--- config.mk ---
export PLATFORM = sky130hd
export DESIGN_NAME = octal_escape_codec
export DESIGN_NICKNAME = d
export VERILOG_FILES = /design/src/hw/rtl/oec_pkg.sv /design/src/hw/rtl/oec_front.sv /design/src/hw/rtl/oec_queue.sv /design/src/hw/rtl/oec_back.sv /design/src/hw/rtl/octal_escape_codec.sv
export SDC_FILE = /design/constraint.sdc
export NUM_CORES = 1
export LEC_CHECK = 0
export BUFFER_PORTS_ARGS = -buffer_cell sky130_fd_sc_hd__buf_2
export CORE_UTILIZATION = 60
export DETAILED_ROUTE_END_ITERATION = 10
export GPL_ROUTABILITY_DRIVEN = 0
export PLACE_DENSITY = 0.8
export SKIP_CTS_REPAIR_TIMING = 1
export SYNTH_ARGS = -nofsm -noshare
export SYNTH_HDL_FRONTEND = slang
export SYNTH_SLANG_ARGS = --single-unit
--- constraint.sdc ---
create_clock -name aclk -period 4.3 [get_ports aclk]
set_clock_uncertainty 0.1 [all_clocks]
set_input_delay 0.86 -clock aclk [delete_from_list [all_inputs] [get_ports aclk]]
set_output_delay 0.86 -clock aclk [all_outputs]
set_load 0.005 [all_outputs]
--- src/hw/rtl/oec_pkg.sv ---
// shared types and constants of the octal escape codec
package oec_pkg;

    // default width of the running field counter
    localparam int COUNT_WIDTH_DEF = 16;

    // width of the length field on the result channel
    localparam int LENGTH_WIDTH = 16;

    // depth of the command queue between front and back
    localparam int QUEUE_DEPTH = 4;

    // character constants
    localparam logic [7:0] PRINT_LOW  = 8'd32;
    localparam logic [7:0] PRINT_HIGH = 8'd126;
    localparam logic [7:0] DIGIT_ZERO = 8'd48;
    localparam logic [7:0] BACKSLASH  = 8'h5c;

    // decoder escape phase codes
    localparam logic [1:0] PHASE_IDLE     = 2'd0;
    localparam logic [1:0] PHASE_DIGIT_LO = 2'd3;

    // command kinds passed from front to back
    typedef logic [1:0] cmd_kind_t;
    localparam cmd_kind_t CMD_DATA   = 2'd0;
    localparam cmd_kind_t CMD_ERROR  = 2'd1;
    localparam cmd_kind_t CMD_ESCAPE = 2'd2;

    // output steps of one encoded escape
    typedef logic [2:0] step_t;
    localparam step_t STEP_SLASH_A  = 3'd0;
    localparam step_t STEP_SLASH_B  = 3'd1;
    localparam step_t STEP_DIGIT_HI = 3'd2;
    localparam step_t STEP_DIGIT_MD = 3'd3;
    localparam step_t STEP_DIGIT_LO = 3'd4;

    // one command in the queue
    typedef struct packed {
        cmd_kind_t  kind;
        logic [7:0] data;
        logic       last;
    } cmd_t;

endpackage

--- src/hw/rtl/oec_front.sv ---
// front end: accepts input bytes, tracks decode escapes, issues commands
module oec_front (
    input  logic          aclk,
    input  logic          aresetn,
    input  logic          cfg_valid,
    input  logic          cfg_mode,
    input  logic          s_valid,
    output logic          s_ready,
    input  logic [7:0]    s_in_byte,
    input  logic          s_in_last,
    output logic          push_valid,
    input  logic          push_ready,
    output oec_pkg::cmd_t push_cmd
);
    import oec_pkg::*;

    logic       mode_reg,  mode_next;
    logic [1:0] phase_reg, phase_next;
    logic [7:0] value_reg, value_next;
    logic       accept;
    logic       produce;
    logic [7:0] digit_sum;

    assign s_ready = push_ready;
    assign accept  = s_valid && s_ready;
    assign push_valid = accept && produce;

    // partial escape value shifted by one octal digit
    assign digit_sum = {value_reg[4:0], 3'b000} + s_in_byte - DIGIT_ZERO;

    // classify the byte and advance the escape state
    always_comb begin
        mode_next     = mode_reg;
        phase_next    = phase_reg;
        value_next    = value_reg;
        produce       = 1'b0;
        push_cmd.kind = CMD_DATA;
        push_cmd.data = s_in_byte;
        push_cmd.last = s_in_last;
        if (mode_reg) begin
            produce = 1'b1;
            if (s_in_byte < PRINT_LOW || s_in_byte > PRINT_HIGH) begin
                push_cmd.kind = CMD_ESCAPE;
            end
        end else if (phase_reg == PHASE_IDLE) begin
            if (s_in_byte == BACKSLASH) begin
                phase_next = phase_reg + 2'd1;
                value_next = 8'd0;
                if (s_in_last) begin
                    produce       = 1'b1;
                    push_cmd.kind = CMD_ERROR;
                    push_cmd.data = 8'd0;
                end
            end else begin
                produce = 1'b1;
            end
        end else begin
            phase_next = phase_reg + 2'd1;
            value_next = digit_sum;
            if (phase_reg == PHASE_DIGIT_LO) begin
                produce       = 1'b1;
                push_cmd.data = digit_sum;
                phase_next    = PHASE_IDLE;
                value_next    = 8'd0;
            end else if (s_in_last) begin
                produce       = 1'b1;
                push_cmd.kind = CMD_ERROR;
                push_cmd.data = 8'd0;
            end
        end
        if (!accept) begin
            phase_next = phase_reg;
            value_next = value_reg;
        end else if (s_in_last) begin
            phase_next = PHASE_IDLE;
            value_next = 8'd0;
        end
        if (cfg_valid) begin
            mode_next  = cfg_mode;
            phase_next = PHASE_IDLE;
            value_next = 8'd0;
        end
    end

    // state registers
    always_ff @(posedge aclk) begin
        if (!aresetn) begin
            mode_reg  <= 1'b0;
            phase_reg <= PHASE_IDLE;
            value_reg <= 8'd0;
        end else begin
            mode_reg  <= mode_next;
            phase_reg <= phase_next;
            value_reg <= value_next;
        end
    end

endmodule

--- src/hw/rtl/oec_queue.sv ---
// short command queue between front and back
module oec_queue (
    input  logic          aclk,
    input  logic          aresetn,
    input  logic          push_valid,
    output logic          push_ready,
    input  oec_pkg::cmd_t push_cmd,
    output logic          pop_valid,
    input  logic          pop_ready,
    output oec_pkg::cmd_t pop_cmd
);
    import oec_pkg::*;

    localparam int PtrWidth = $clog2(QUEUE_DEPTH);
    localparam int CntWidth = $clog2(QUEUE_DEPTH + 1);

    cmd_t                mem_reg [QUEUE_DEPTH];
    logic [PtrWidth-1:0] wr_ptr_reg, wr_ptr_next;
    logic [PtrWidth-1:0] rd_ptr_reg, rd_ptr_next;
    logic [CntWidth-1:0] fill_reg,   fill_next;
    logic                do_push, do_pop;

    assign push_ready = (fill_reg != CntWidth'(QUEUE_DEPTH));
    assign pop_valid  = (fill_reg != '0);
    assign pop_cmd    = mem_reg[rd_ptr_reg];
    assign do_push    = push_valid && push_ready;
    assign do_pop     = pop_valid && pop_ready;

    // pointer and fill bookkeeping
    always_comb begin
        wr_ptr_next = wr_ptr_reg;
        rd_ptr_next = rd_ptr_reg;
        fill_next   = fill_reg;
        if (do_push) begin
            wr_ptr_next = (wr_ptr_reg == PtrWidth'(QUEUE_DEPTH - 1)) ? '0
                        : wr_ptr_reg + 1'b1;
        end
        if (do_pop) begin
            rd_ptr_next = (rd_ptr_reg == PtrWidth'(QUEUE_DEPTH - 1)) ? '0
                        : rd_ptr_reg + 1'b1;
        end
        if (do_push && !do_pop) begin
            fill_next = fill_reg + 1'b1;
        end else if (do_pop && !do_push) begin
            fill_next = fill_reg - 1'b1;
        end
    end

    always_ff @(posedge aclk) begin
        if (!aresetn) begin
            wr_ptr_reg <= '0;
            rd_ptr_reg <= '0;
            fill_reg   <= '0;
        end else begin
            wr_ptr_reg <= wr_ptr_next;
            rd_ptr_reg <= rd_ptr_next;
            fill_reg   <= fill_next;
        end
    end

    // command storage
    always_ff @(posedge aclk) begin
        if (do_push) begin
            mem_reg[wr_ptr_reg] <= push_cmd;
        end
    end

endmodule

--- src/hw/rtl/oec_back.sv ---
// back end: expands commands into results, keeps the field count
module oec_back #(
    parameter int COUNT_WIDTH = oec_pkg::COUNT_WIDTH_DEF
) (
    input  logic                             aclk,
    input  logic                             aresetn,
    input  logic                             cfg_clear,
    input  logic                             pop_valid,
    output logic                             pop_ready,
    input  oec_pkg::cmd_t                    pop_cmd,
    output logic                             m_valid,
    input  logic                             m_ready,
    output logic [7:0]                       m_out_byte,
    output logic                             m_out_last,
    output logic                             m_out_error,
    output logic [oec_pkg::LENGTH_WIDTH-1:0] m_out_length
);
    import oec_pkg::*;

    logic                    valid_reg,  valid_next;
    step_t                   step_reg,   step_next;
    logic [COUNT_WIDTH-1:0]  count_reg,  count_next;
    logic [COUNT_WIDTH-1:0]  count_inc;
    logic [7:0]              byte_reg,   byte_next;
    logic                    last_reg,   last_next;
    logic                    error_reg,  error_next;
    logic [LENGTH_WIDTH-1:0] length_reg, length_next;
    logic                    load;
    logic                    done;
    logic                    is_error;

    assign load      = pop_valid && (!valid_reg || m_ready);
    assign is_error  = (pop_cmd.kind == CMD_ERROR);
    assign done      = (pop_cmd.kind != CMD_ESCAPE) || (step_reg == STEP_DIGIT_LO);
    assign pop_ready = load && done;
    assign count_inc = (count_reg == {COUNT_WIDTH{1'b1}}) ? count_reg
                     : count_reg + 1'b1;

    // build the next result
    always_comb begin
        case (pop_cmd.kind)
            CMD_DATA:   byte_next = pop_cmd.data;
            CMD_ERROR:  byte_next = 8'd0;
            CMD_ESCAPE: begin
                case (step_reg)
                    STEP_SLASH_A, STEP_SLASH_B: byte_next = BACKSLASH;
                    STEP_DIGIT_HI: byte_next = DIGIT_ZERO + {6'd0, pop_cmd.data[7:6]};
                    STEP_DIGIT_MD: byte_next = DIGIT_ZERO + {5'd0, pop_cmd.data[5:3]};
                    default:       byte_next = DIGIT_ZERO + {5'd0, pop_cmd.data[2:0]};
                endcase
            end
            default:    byte_next = 8'd0;
        endcase
        last_next   = pop_cmd.last && done;
        error_next  = is_error;
        length_next = is_error ? LENGTH_WIDTH'(count_reg) : LENGTH_WIDTH'(count_inc);
    end

    // control and count update
    always_comb begin
        valid_next = valid_reg;
        step_next  = step_reg;
        count_next = count_reg;
        if (load) begin
            valid_next = 1'b1;
            step_next  = done ? STEP_SLASH_A : step_reg + 1'b1;
            if (last_next) begin
                count_next = '0;
            end else if (!is_error) begin
                count_next = count_inc;
            end
        end else if (m_ready) begin
            valid_next = 1'b0;
        end
        if (cfg_clear) begin
            step_next  = STEP_SLASH_A;
            count_next = '0;
        end
    end

    always_ff @(posedge aclk) begin
        if (!aresetn) begin
            valid_reg <= 1'b0;
            step_reg  <= STEP_SLASH_A;
            count_reg <= '0;
        end else begin
            valid_reg <= valid_next;
            step_reg  <= step_next;
            count_reg <= count_next;
        end
    end

    // output payload register
    always_ff @(posedge aclk) begin
        if (load) begin
            byte_reg   <= byte_next;
            last_reg   <= last_next;
            error_reg  <= error_next;
            length_reg <= length_next;
        end
    end

    assign m_valid      = valid_reg;
    assign m_out_byte   = byte_reg;
    assign m_out_last   = last_reg;
    assign m_out_error  = error_reg;
    assign m_out_length = length_reg;

endmodule

--- src/hw/rtl/octal_escape_codec.sv ---
// top level of the octal escape byte codec
// Usage:
//   cfg channel (cfg_valid/cfg_ready, cfg_mode) selects decode (0) or
//   encode (1); a write also starts a new field. Write only while idle.
//   s_ channel carries one byte and its field-end flag per transfer;
//   m_ channel returns result bytes with last, error and running length.
// Each result passes through the command queue and then the result register.
// Throughput: one input byte per cycle while the queue has room; an
//   encoded escape holds the back end for its five output characters
//   while the front keeps taking bytes until the four-entry queue fills.
// Decode: a backslash plus three characters yield one byte; a field that
//   ends inside an escape yields a single error result.
// Reset (aresetn low, synchronous): decode mode, no open escape, count
//   zero, queue empty, no result pending.
// Receiver stall: the result register holds; the queue absorbs up to four
//   commands, then s_ready drops until the receiver takes results again.
module octal_escape_codec #(
    parameter int COUNT_WIDTH = oec_pkg::COUNT_WIDTH_DEF
) (
    input  logic                             aclk,
    input  logic                             aresetn,
    input  logic                             cfg_valid,
    output logic                             cfg_ready,
    input  logic                             cfg_mode,
    input  logic                             s_valid,
    output logic                             s_ready,
    input  logic [7:0]                       s_in_byte,
    input  logic                             s_in_last,
    output logic                             m_valid,
    input  logic                             m_ready,
    output logic [7:0]                       m_out_byte,
    output logic                             m_out_last,
    output logic                             m_out_error,
    output logic [oec_pkg::LENGTH_WIDTH-1:0] m_out_length
);
    import oec_pkg::*;

    logic cfg_write;
    logic push_valid, push_ready;
    logic pop_valid,  pop_ready;
    cmd_t push_cmd,   pop_cmd;

    // configuration is always taken
    assign cfg_ready = 1'b1;
    assign cfg_write = cfg_valid && cfg_ready;

    // classifier
    oec_front u_front (
        .aclk       (aclk),
        .aresetn    (aresetn),
        .cfg_valid  (cfg_write),
        .cfg_mode   (cfg_mode),
        .s_valid    (s_valid),
        .s_ready    (s_ready),
        .s_in_byte  (s_in_byte),
        .s_in_last  (s_in_last),
        .push_valid (push_valid),
        .push_ready (push_ready),
        .push_cmd   (push_cmd)
    );

    // command queue
    oec_queue u_queue (
        .aclk       (aclk),
        .aresetn    (aresetn),
        .push_valid (push_valid),
        .push_ready (push_ready),
        .push_cmd   (push_cmd),
        .pop_valid  (pop_valid),
        .pop_ready  (pop_ready),
        .pop_cmd    (pop_cmd)
    );

    // result generator
    oec_back #(
        .COUNT_WIDTH (COUNT_WIDTH)
    ) u_back (
        .aclk         (aclk),
        .aresetn      (aresetn),
        .cfg_clear    (cfg_write),
        .pop_valid    (pop_valid),
        .pop_ready    (pop_ready),
        .pop_cmd      (pop_cmd),
        .m_valid      (m_valid),
        .m_ready      (m_ready),
        .m_out_byte   (m_out_byte),
        .m_out_last   (m_out_last),
        .m_out_error  (m_out_error),
        .m_out_length (m_out_length)
    );

endmodule
Word level (Yosys, flattened, before mapping)
Memory sizes are Yosys's and may differ from the RTL's. A register that Yosys moved wholly into a read port is not among the register bits. Index checks and enable logic that the tools add are counted.

Magnitude comparators: 2. Eq/ne operators: 15. Mux-type cells: 39. $add $sub $neg: 12. Reductions and logical operators: 24. Bitwise gates (word level): 1.

Operators with widths (number): 2-to-1 mux 16 bit (3); 2-to-1 mux 5 bit (5); 2-to-1 mux 2 bit (12); case mux 8 bit (3 select lines) (1); 2-to-1 mux 10 bit (2); adder 16 x 1 -> 16 bit (second input constant) (1); equality test 16 bit (second input constant) (1); 2-to-1 mux 8 bit (2); case mux 8 bit (2 select lines) (1); adder 6 x 3 -> 7 bit (first input constant) (2); logical AND 1 bit (9); 2-to-1 mux 1 bit (9); 2-to-1 mux 3 bit (3); 2-to-1 mux 9 bit (1); adder 8 bit (1); equality test 2 bit (second input constant) (4); equality test 8 x 7 -> 1 bit (second input constant) (1); > comparator 8 x 7 -> 1 bit (second input constant) (1); < comparator 8 x 6 -> 1 bit (second input constant) (1); subtractor 8 x 6 -> 8 bit (second input constant) (1); adder 6 x 2 -> 7 bit (first input constant) (1); adder 2 x 1 -> 2 bit (second input constant) (3); adder 3 x 1 -> 3 bit (second input constant) (2); equality test 3 x 2 -> 1 bit (second input constant) (2); 15 further kinds (24).

Input bits: 15. Bits in writable memories: 44. Flip-flop bits (word level): 61. Memories kept: 1.

Memories: u_queue.mem_reg (words 4, width 11, read ports 1, clocked after memory_dff 1, write ports 1, line oec_queue.sv:17) `cmd_t mem_reg [QUEUE_DEPTH];`.

Logic depth before layout (Yosys ltp)
Depth in word-level cells: 10. Depth in mapped cells: 11. Gate-level depth less buffers: 11.

Cells and area by module
A second synthesis with hierarchy kept.

Cell total of the unflattened synthesis: 443. Area total of the unflattened synthesis: 5253.8 µm².

By module, submodules not included: oec_back (area each 2377.3 µm², cells each 232, sequential area each 1181.1 µm², instances 1); oec_queue (area each 2063.2 µm², cells each 108, sequential area each 1501.4 µm², instances 1); oec_front (area each 802.0 µm², cells each 101, sequential area each 160.2 µm², instances 1); octal_escape_codec (area each 11.3 µm², cells each 2, sequential area each 0.0 µm², instances 1).

Worst setup path after synthesis
OpenSTA, ideal clock, no wires.

Path kind: in2reg. From: in s_in_byte[1]. To: reg u_queue.fill_reg[2]. Data arrival time: 2972 ps. Path buffers: 1. Slack: 1152 ps. Stages: 10. Cells stage by stage: or3_1 o31a_1 o41a_1 clkbuf_1 ha_1 inv_1 fa_1 xor2_1 or3_1 a21boi_0.

Word-level cells in the longest chain between the ends: 9.

Ends and longest elaborated chain: from (decl) (line octal_escape_codec.sv:27) `input logic [7:0] s_in_byte,`; equality test 8 x 7 -> 1 bit * (line oec_front.sv:46) `if (s_in_byte == BACKSLASH) begin`; 2-to-1 mux 1 bit * (line oec_front.sv:46); 2-to-1 mux 1 bit * (line oec_front.sv:45) `end else if (phase_reg == PHASE_IDLE) begin`; 2-to-1 mux 1 bit * (line oec_front.sv:40) `if (mode_reg) begin`; logical AND 1 bit * (line oec_front.sv:26) `assign push_valid = accept && produce;`; logical AND 1 bit * (line oec_queue.sv:26) `assign do_push = push_valid && push_ready;`; net u_queue.do_push (line oec_queue.sv:21) `logic do_push, do_pop;`; zero test 1 bit (line oec_queue.sv:44) `end else if (do_pop && !do_push) begin`; logical AND 1 bit (line oec_queue.sv:44); nonzero test 2 bit (no line); to (signal assigned) (line oec_queue.sv:57) `fill_reg <= fill_next;`; to (decl) (line oec_queue.sv:20) `logic [CntWidth-1:0] fill_reg, fill_next;`.

Mark *: on every way through the listed nets, which the timed path passes. The rest lies on a longest branch. A chain may end at the register's enable or synchronous reset.

==> results.toml <==
[grt]
grt_pass1_wl_mm = 16.1
grt-ovfl-total = 0
grt_max_degree = 36
antenna_found_initial = 0
track_usage_pct = 23.8
grt_pass1_vias = 3414

[sta]
max_slew.worst_pin.slew_ns = 1.03
hold_viol_final = 0
slew_violations = 0
fmax_mhz = 320
setup_viol = 0
period_share_pct = 72.7
finalCriticalPeriod_ns = 3.12
rsz0062_at_grt = "false"
setup_tns_ns = 0
max_slew_margin_pct = 30.5

[critical_path]
critical_path_class = "register to register"
worstPathArrival_ns = 3.32
worstPathMaxFanout = 15
start_kind = "register"
cp.required_ns = 4.49
endpoint_kind = "register"

[route]
drc = 0
drtIter0Drc = 184
antenna_left = 0
drt-vias-per-instance = 5.97
wirelength_mm = 9.96
wl_per_cell_microns = 17.3
firstDrtPassIters = 5
num_vias = 3437

[logic_synthesis]
syn_nets = 468
synth_seq_area_share_pct = 55.4
async_reset_ff_share_pct = 0
synth_ff_type = "edfxtp_1"
synth-edff-count = 70
syn_inst = 431
ys_seq_elements = 107
ys_warn_count = 0
netlist_area_sq_mm = 0.00513
syn_area_per_cell_sq_um = 11.9
netlist-cell-type-count = 58

[clocking]
numCtsBuffers = 9
cts_buffer_depth = 2
cts_max_level = 3
clk_pin_slew_ns = 0.10
clkSinkCount = 107
clk_latency_ns = 0.37
cts_root_buf = "clkbuf_8"
cts_tree = "yes"

[floorplanning]
start_util_pct = 62.2
die_area_sq_mm = 0.00893
die_y_microns = 94.5
fp-row-count = 33
dieWidth_microns = 94.5
io-pin-count = 44
coreArea_sq_mm = 0.00826

[place]
portBuffers = 42
dpl.hpwl_mm = 6.86
post_dp_cell_area_sq_mm = 0.00539

[outcome]
outcome = "finished clean"

[power_and_ir_drop]
p_per_area_mw_per_mm2 = 547
p_leak_nw = 2.07
peakVddDrop_mv = 0.249

[job]
drv_cap = 0

[finish]
num-nets-final = 503
drive_above_1_share_pct = 17.2
antenna_cells = 0
area_delta_synth_final_pct = 10.1
postLayoutCellArea_sq_mm = 0.00565
largest_reg_flops = 44
num-fill-cells = 590

[worst_hold_path]
hold_class = "register to register"
[cell families after synthesis]
family	Yosys count	synth area share, %
other cells	1	0.0730
flops	107	55.4
xor+xnor	17	2.90
fa+ha+maj	22	5.65
simple gates	134	13.3
mux	29	8.46
compound gates	76	10.3
buf+inv	45	3.90
[per-stage QoR]
| stage | util, % | setup slack, ns | hold slack (ns) | power, mW | std cells |
|---|---|---|---|---|---|
| finish | 68.4 | 1.18 | 0.377 | 3.09 | 576 |
| floorplan | - | 1.15 | 0.335 | 2.06 | 431 |
| global placement | 65.2 | 0.996 | 0.346 | 2.29 | 560 |
| detailed placement | 65.2 | 0.829 | 0.361 | 2.33 | 560 |
| global route | 68.4 | 1.00 | 0.400 | 3.25 | 576 |
| CTS | 68.4 | 1.14 | 0.380 | 3.10 | 576 |
[cells in the final DEF (no fill, tap or decap), drive strengths merged, types with 7 or more instances in the layout]
cell,instances
mux4,11
dfxtp,37
xor2,9
and2,8
a21oi,12
mux2i,13
buf,44
nand3,14
nor2,29
nor2b,11
ha,20
xnor2,8
clkbuf,9
nor3,7
nand2,36
o21ai,13
nand4,7
inv,25
a31oi,15
edfxtp,70
[worst max-delay path: stages (launching register included)]
cell and delay, ns:
dfxtp_1 0.77, mux2_2 0.30, nand4_1 0.17, nand3_1 0.33, ha_1 0.23, inv_1 0.07, fa_1 0.43, xor2_1 0.18
or3_1 0.29, a21boi_0 0.16
[synth_stat cells, types with 3 or more instances]
master | count | area share, %
nand4_1 | 7 | 0.85
dfxtp_1 | 37 | 14
nor2b_1 | 11 | 1.3
a41oi_1 | 4 | 0.68
xnor2_1 | 8 | 1.4
nor3_1 | 7 | 0.68
nand3_1 | 14 | 1.4
clkbuf_1 | 6 | 0.44
nand2b_1 | 4 | 0.49
and2_1 | 8 | 0.97
a21boi_0 | 5 | 0.73
mux2i_1 | 13 | 2.5
a22o_1 | 3 | 0.51
a211oi_1 | 4 | 0.58
xor2_1 | 9 | 1.5
inv_1 | 23 | 1.7
o21ai_0 | 13 | 1.3
ha_1 | 20 | 4.9
mux4_2 | 11 | 4.8
a31oi_1 | 13 | 1.6
a21oi_1 | 12 | 1.2
mux2_2 | 5 | 1.1
nand2_1 | 36 | 2.6
or3_1 | 4 | 0.49
edfxtp_1 | 70 | 41
buf_2 | 9 | 0.88
nor2_1 | 29 | 2.1
o31ai_1 | 3 | 0.44
[report_power, final]
part | internal [mW] | total (mW) | switching, mW
clock | 0.444 | 0.783 | 0.339
sequential | 1.34 | 1.46 | 0.116
combinational | 0.348 | 0.852 | 0.504
total | 2.13 | 3.09 | 0.958
[final cells by class]
type | instances | area (sq um) | area share, %
Multi-Input combinational cell | 279 | 2090 | 37.0
Tap cell | 105 | 131 | 2.32
Inverter | 25 | 96.3 | 1.70
Clock buffer | 9 | 124 | 2.19
Clock inverter | 7 | 140 | 2.48
Timing Repair Buffer | 44 | 225 | 3.98
Sequential cell | 107 | 2840 | 50.3
[routing by layer]
metal | global-route usage [%] | vias to the layer above | wire [microns]
li1 | - | 1659 | -
met1 | 28.6 | 1653 | 4260
met2 | 41.8 | 102 | 5040
met3 | 3.70 | 23 | 415
met4 | 11.4 | 0 | 244
met5 | 0 | - | 0
[worst paths after layout]
kind / cells past startpoint / to / slack (ns) / from
max reg2reg: 9 / u_queue.fill_reg[2] / 1.18 / register
min reg2reg: 2 / u_front.value_reg[1] / 0.38 / u_front.value_reg[1]
min: 2 / u_front.value_reg[1] / 0.38 / u_front.value_reg[1]
max: 9 / u_queue.fill_reg[2] / 1.18 / register
(Power assumes the default switching activity.)
